==> src/spsm_pkg.sv <==
// spsm_pkg: item types, keep mask codes and keep-to-byte decode for the
// stream packet size monitor
// no dependencies
package spsm_pkg;

  // recognized keep masks
  localparam logic [3:0] KeepNone   = 4'h0;
  localparam logic [3:0] KeepLo1    = 4'h1;
  localparam logic [3:0] KeepLo2    = 4'h3;
  localparam logic [3:0] KeepLo3    = 4'h7;
  localparam logic [3:0] KeepAll    = 4'hF;
  localparam logic [3:0] KeepHi3    = 4'hE;
  localparam logic [3:0] KeepHi2    = 4'hC;
  localparam logic [3:0] KeepHi1    = 4'h8;

  localparam int unsigned CountW = 32;
  localparam int unsigned BytesW = 3;

  typedef struct packed {
    logic       measure;
    logic       beat_valid;
    logic [3:0] beat_keep;
    logic       beat_last;
    logic       cycle_sink_ready;
    logic       beat_sink_ready;
  } in_item_t;

  typedef struct packed {
    logic [CountW-1:0] packet_bytes;
    logic              packet_bytes_valid;
    logic [BytesW-1:0] beat_bytes;
    logic              cycle_report_valid;
    logic [CountW-1:0] cycle_report;
    logic              beat_report_valid;
    logic [CountW-1:0] beat_report;
  } out_item_t;

  typedef struct packed {
    logic              hit;
    logic [BytesW-1:0] bytes;
  } keep_dec_t;

  // contiguous keep masks to byte count, hit low for anything else
  function automatic keep_dec_t keep_decode(input logic [3:0] keep);
    keep_dec_t r;
    r.hit   = 1'b1;
    r.bytes = '0;
    case (keep)
      KeepNone: r.bytes = 3'd0;
      KeepLo1:  r.bytes = 3'd1;
      KeepLo2:  r.bytes = 3'd2;
      KeepLo3:  r.bytes = 3'd3;
      KeepAll:  r.bytes = 3'd4;
      KeepHi3:  r.bytes = 3'd3;
      KeepHi2:  r.bytes = 3'd2;
      KeepHi1:  r.bytes = 3'd1;
      default:  r.hit   = 1'b0;
    endcase
    return r;
  endfunction

endpackage

==> src/spsm_counters.sv <==
// spsm_counters: measurement state (cycle/beat totals, byte accumulator,
// packet size) and the result for the current item; uses spsm_pkg
module spsm_counters import spsm_pkg::*; (
  input  logic      clk_i,
  input  logic      rst_ni,
  input  logic      step_i,
  input  in_item_t  item_i,
  output out_item_t result_o
);

  logic [CountW-1:0] cycle_q, cycle_d;
  logic [CountW-1:0] beat_q, beat_d;
  logic [CountW-1:0] acc_q, acc_d;
  logic [CountW-1:0] pkt_q, pkt_d;
  logic              pkt_valid_q, pkt_valid_d;
  logic [BytesW-1:0] last_bytes_q, last_bytes_d;
  logic              measure_q;

  logic              rising, falling, take_beat;
  logic [CountW-1:0] cycle_base, beat_base, acc_sum;
  keep_dec_t         dec;

  // edge detection on the measure level
  assign rising    = item_i.measure & ~measure_q;
  assign falling   = ~item_i.measure & measure_q;
  assign take_beat = item_i.measure & item_i.beat_valid;

  assign cycle_base = rising ? '0 : cycle_q;
  assign beat_base  = rising ? '0 : beat_q;
  assign dec        = keep_decode(item_i.beat_keep);

  // next state
  always_comb begin
    cycle_d      = cycle_base;
    beat_d       = beat_base;
    acc_d        = acc_q;
    pkt_d        = pkt_q;
    pkt_valid_d  = pkt_valid_q;
    last_bytes_d = last_bytes_q;
    acc_sum      = '0;
    if (item_i.measure) begin
      cycle_d = cycle_base + CountW'(1);
      if (take_beat) begin
        beat_d       = beat_base + CountW'(1);
        last_bytes_d = dec.hit ? dec.bytes : last_bytes_q;
        acc_sum      = acc_q + CountW'(last_bytes_d);
        if (item_i.beat_last) begin
          pkt_d       = acc_sum;
          acc_d       = '0;
          pkt_valid_d = 1'b1;
        end else begin
          acc_d       = acc_sum;
          pkt_valid_d = 1'b0;
        end
      end
    end
  end

  // result: registered values before the update plus the edge reports
  always_comb begin
    result_o.packet_bytes       = pkt_q;
    result_o.packet_bytes_valid = pkt_valid_q;
    result_o.beat_bytes         = last_bytes_q;
    result_o.cycle_report_valid = falling & item_i.cycle_sink_ready;
    result_o.cycle_report       = result_o.cycle_report_valid ? cycle_base : '0;
    result_o.beat_report_valid  = falling & item_i.beat_sink_ready;
    result_o.beat_report        = result_o.beat_report_valid ? beat_base : '0;
  end

  // state registers, advance on each accepted item
  always_ff @(posedge clk_i or negedge rst_ni) begin
    if (!rst_ni) begin
      cycle_q      <= '0;
      beat_q       <= '0;
      acc_q        <= '0;
      pkt_q        <= '0;
      pkt_valid_q  <= 1'b0;
      last_bytes_q <= '0;
      measure_q    <= 1'b0;
    end else if (step_i) begin
      cycle_q      <= cycle_d;
      beat_q       <= beat_d;
      acc_q        <= acc_d;
      pkt_q        <= pkt_d;
      pkt_valid_q  <= pkt_valid_d;
      last_bytes_q <= last_bytes_d;
      measure_q    <= item_i.measure;
    end
  end

endmodule

==> src/stream_packet_size_monitor.sv <==
// stream_packet_size_monitor: top level, input handshake and result register
// depends on spsm_pkg and spsm_counters
//
//   channel | direction | handshake              | payload
//   --------+-----------+------------------------+-------------------------
//   in      | input     | in_valid_i / in_stall_o   | in_item_i (in_item_t)
//   out     | output    | out_valid_o / out_stall_i | out_item_o (out_item_t)
//
// each item gives one result, shown on the output in the cycle after it is accepted;
// one item per cycle is sustained while out_stall_i is low, set by the single result register
// the state update and result are one pass of adders and a keep decode
// reset clears all counters, the edge detector and the result valid
// in_stall_o is high only while a held result is being stalled downstream
module stream_packet_size_monitor import spsm_pkg::*; (
  input  logic      clk_i,
  input  logic      rst_ni,
  input  logic      in_valid_i,
  output logic      in_stall_o,
  input  in_item_t  in_item_i,
  output logic      out_valid_o,
  input  logic      out_stall_i,
  output out_item_t out_item_o
);

  logic      accept;
  out_item_t result;
  logic      out_valid_q;
  out_item_t out_item_q;

  // take a new item whenever the result register is free or draining
  assign in_stall_o = out_valid_q & out_stall_i;
  assign accept     = in_valid_i & ~in_stall_o;

  spsm_counters u_counters (
    .clk_i    (clk_i),
    .rst_ni   (rst_ni),
    .step_i   (accept),
    .item_i   (in_item_i),
    .result_o (result)
  );

  // result valid
  always_ff @(posedge clk_i or negedge rst_ni) begin
    if (!rst_ni) begin
      out_valid_q <= 1'b0;
    end else if (!in_stall_o) begin
      out_valid_q <= in_valid_i;
    end
  end

  // result payload
  always_ff @(posedge clk_i) begin
    if (accept) begin
      out_item_q <= result;
    end
  end

  assign out_valid_o = out_valid_q;
  assign out_item_o  = out_item_q;

endmodule

==> config.mk <==
export PLATFORM = sky130hd
export DESIGN_NAME = stream_packet_size_monitor
export DESIGN_NICKNAME = d
export VERILOG_FILES = /design/src/spsm_pkg.sv /design/src/spsm_counters.sv /design/src/stream_packet_size_monitor.sv
export SDC_FILE = /design/constraint.sdc
export NUM_CORES = 1
export LEC_CHECK = 0
export ABC_AREA = 1
export BUFFER_PORTS_ARGS = -buffer_cell sky130_fd_sc_hd__buf_2
export CORE_UTILIZATION = 50
export CTS_CLUSTER_DIAMETER = 40
export CTS_CLUSTER_SIZE = 25
export DETAILED_ROUTE_END_ITERATION = 16
export PLACE_DENSITY_LB_ADDON = 0.12
export SLEW_MARGIN = 25
export SYNTH_ARGS = -nofsm -noshare
export SYNTH_HDL_FRONTEND = slang
export SYNTH_SLANG_ARGS = --single-unit
==> constraint.sdc <==
create_clock -name clk_i -period 4.9 [get_ports clk_i]
set_clock_uncertainty 0.1 [all_clocks]
set_input_delay 0.49 -clock clk_i [delete_from_list [all_inputs] [get_ports clk_i]]
set_output_delay 0.49 -clock clk_i [all_outputs]
set_load 0.05 [all_outputs]
==> results.py <==
metrics = {
    "logic_synthesis": {
        "yosys_register_bits": 236,
        "synth_area_leader_cell": "dfrtp_1",
        "yosysTopAreaCellShare": 0.305,
        "ys_warn_count": 0,
        "syn_avg_cell_area_sq_um": 9.20,
        "synth_area_leaders": "dfrtp_1 (31%), edfxtp_1 (28%), nand2_1 (11%)",
        "syn_inst": 1194,
        "ys_seq_area_frac": 0.584,
        "ys_types": 36,
        "syn_nets": 1213,
        "synth.cell_area_sq_mm": 0.0110,
    },
    "timing": {
        "tns_ns": 0,
        "fmax_mhz": 339,
        "period_share": 0.602,
        "finalSetupViolations": 0,
        "whs_ns": -0.0166,
        "max_slew_margin": 0.312,
        "tightest_slew_ns": 1.03,
        "maxSlewViolCount": 0,
        "fin_ws_ns": 1.95,
        "rsz0062_at_grt": "false",
        "period_minus_slack_ns": 2.95,
        "hold_violations": 5,
    },
    "clock_network": {
        "cts_tree": "yes",
        "cts_hold_buf": 0,
        "cts_resized": 0,
        "cts_root_buf": "clkbuf_16",
        "cts_sinks": 236,
        "cts_buffer_depth": 3,
        "cts.htree.levels": 2,
        "clkTransAtPathRegs_ns": 0.06,
        "cts_inserted_buffers": 37,
        "post_cts_buffers": 0,
        "clk_latency_ns": 0.51,
    },
    "routing": {
        "drc": 0,
        "vias": 8125,
        "drtAntennaViolNets": 0,
        "first_iter_violations": 425,
        "vias_per_cell": 4.98,
        "detail_route.wl_per_cell_um": 15.0,
        "first_pass_iters": 9,
        "wl_um": 24500,
    },
    "setup_path": {
        "crit_path_end_kind": "flop",
        "required_ns": 5.17,
        "cp-start-kind": "input pin",
        "cp_max_fo": 4,
        "worstSetupPathType": "in -> reg",
        "cp_data_arrival_time_ns": 3.22,
    },
    "place": {
        "gp_congestion": 0.914,
        "portBuffers": 116,
        "dpl.hpwl_um": 16600,
        "place_ws_ns": 1.45,
    },
    "job": {
        "maxCapViolCount": 0,
    },
    "outcome": {
        "status": "finished with violations",
        "violations": "negative hold slack",
    },
    "die": {
        "core_area_sq_mm": 0.0213,
        "start_util": 0.516,
        "die_area_sq_mm": 0.0226,
        "ioPinCount": 117,
        "row_count": 53,
        "die_x_um": 150,
        "die_h_um": 150,
    },
    "global_route": {
        "antenna_found_initial": 0,
        "grt_max_degree": 98,
        "grt_pass1_wl_um": 40200,
        "grt_pass1_vias": 7987,
        "grt-ovfl-total": 0,
        "grt_usage": 0.229,
    },
    "power_and_ir_drop": {
        "p_leak_nw": 5.75,
        "cellPowerDensity_mw_per_mm2": 429,
        "max-vdd-ir-drop_uv": 328,
    },
    "final_layout": {
        "final_net_count": 1346,
        "final_common_cell": "nand2_1",
        "layout-drive-gt1-share": 0.183,
        "diodes": 0,
        "area_delta_synth_final_pct": 19.4,
        "final_cell_mix": "nand2_1 (309), nor2_1 (180), inv_1 (139)",
    },
    "min_path": {
        "hold_class": "in -> async",
    },
}
through the flow:
step                      hold slack [ns]  power (W)  cell area (sq um)  cells  utilization
after floorplan                    0.0944    0.00285              11000   1194            -
after global placement              0.330    0.00302              11800   1563        0.556
after detailed placement            0.330    0.00303              11800   1563        0.556
after CTS                          0.0325    0.00568              13100   1631        0.616
after global routing               0.0722    0.00583              13100   1631        0.616
final                             -0.0166    0.00562              13100   1631        0.616
cell usage after synthesis (all sizes together):
cell type	number
o21bai	1
o211ai	1
buf	8
dfrtp	134
edfxtp	102
nand4	21
inv	143
nand2	318
xor2	57
ha	5
clkbuf	24
clkinv	1
o22ai	7
nor2	203
nor4	1
xnor2	7
nand3	54
nor2b	1
o21ai	44
nand3b	15
nor3b	1
nor3	45
fa	1
area by class of cell:
cell class              instances  area [sq um]
flip-flops and latches        236          6420
inverters                     144           543
clock inverters                26           272
well taps                     275           344
repair buffers                126           662
clock buffers                  42          1010
multi-input cells             782          3870
fillers                      1792          8170
final timing paths:
check	cells after the start	slack [ns]	endpoint	from
min in group clk_i	3	0.24	out_valid_o	out_stall_i
max reg2reg	14	2.01	u_counters.beat_q[30]	u_counters.measure_q
min	1	-0.02	u_counters.pkt_q[29]	rst_ni
max	18	1.95	u_counters.acc_q[26]	in_item_i[4]
max in group asynchronous	2	3.64	u_counters.cycle_q[9]	rst_ni
min reg2reg	0	0.34	out_item_o[87]	u_counters.pkt_q[17]
logic make-up after synthesis:
logic type | count (synthesis) | share of synthesized area
buffers and inverters | 176 | 0.0641
AOI/OAI and AO/OA | 53 | 0.0254
adders and majority gates | 6 | 0.00752
and+or+nand+nor | 659 | 0.268
DFF | 236 | 0.584
xor gates and xnor gates | 64 | 0.0510
flip-flops by register name (all words and copies together) (netlist names):
name and flops:
u_counters.cycle_q 32, u_counters.acc_q 32, u_counters.measure_q 1, u_counters.last_bytes_q 3, u_counters.pkt_q 32, out_valid_o 1, u_counters.pkt_valid_q 1, u_counters.beat_q 32
out_item_o 102
critical path: stages:
cell     delay [ns]
buf_2          0.09
inv_1          0.05
nor2_1         0.09
inv_1          0.06
nand2_1        0.06
o21ai_0        0.07
o21ai_0        0.11
nand2_1        0.10
o21ai_0        0.29
inv_1          0.11
fa_1           0.44
o21ai_0        0.39
nand3_1        0.11
nor2_1         0.34
nand2_1        0.12
xor2_1         0.16
nand2_1        0.06
o21ai_0        0.08
routing by layer:
layer	GRT usage	up-vias	part of all wire
li1	-	4073	-
met1	0.306	3792	0.45
met2	0.379	212	0.48
met3	0.0397	48	0.048
met4	0.0747	0	0.023
met5	0	-	0
where the power goes:
group | internal, W | switching [W]
combinational | 0.000143 | 0.000495
sequential | 0.00226 | 0.0000955
clock | 0.00160 | 0.00103
total | 0.00400 | 0.00162
No activity file was read; power rests on OpenSTA's default activity.
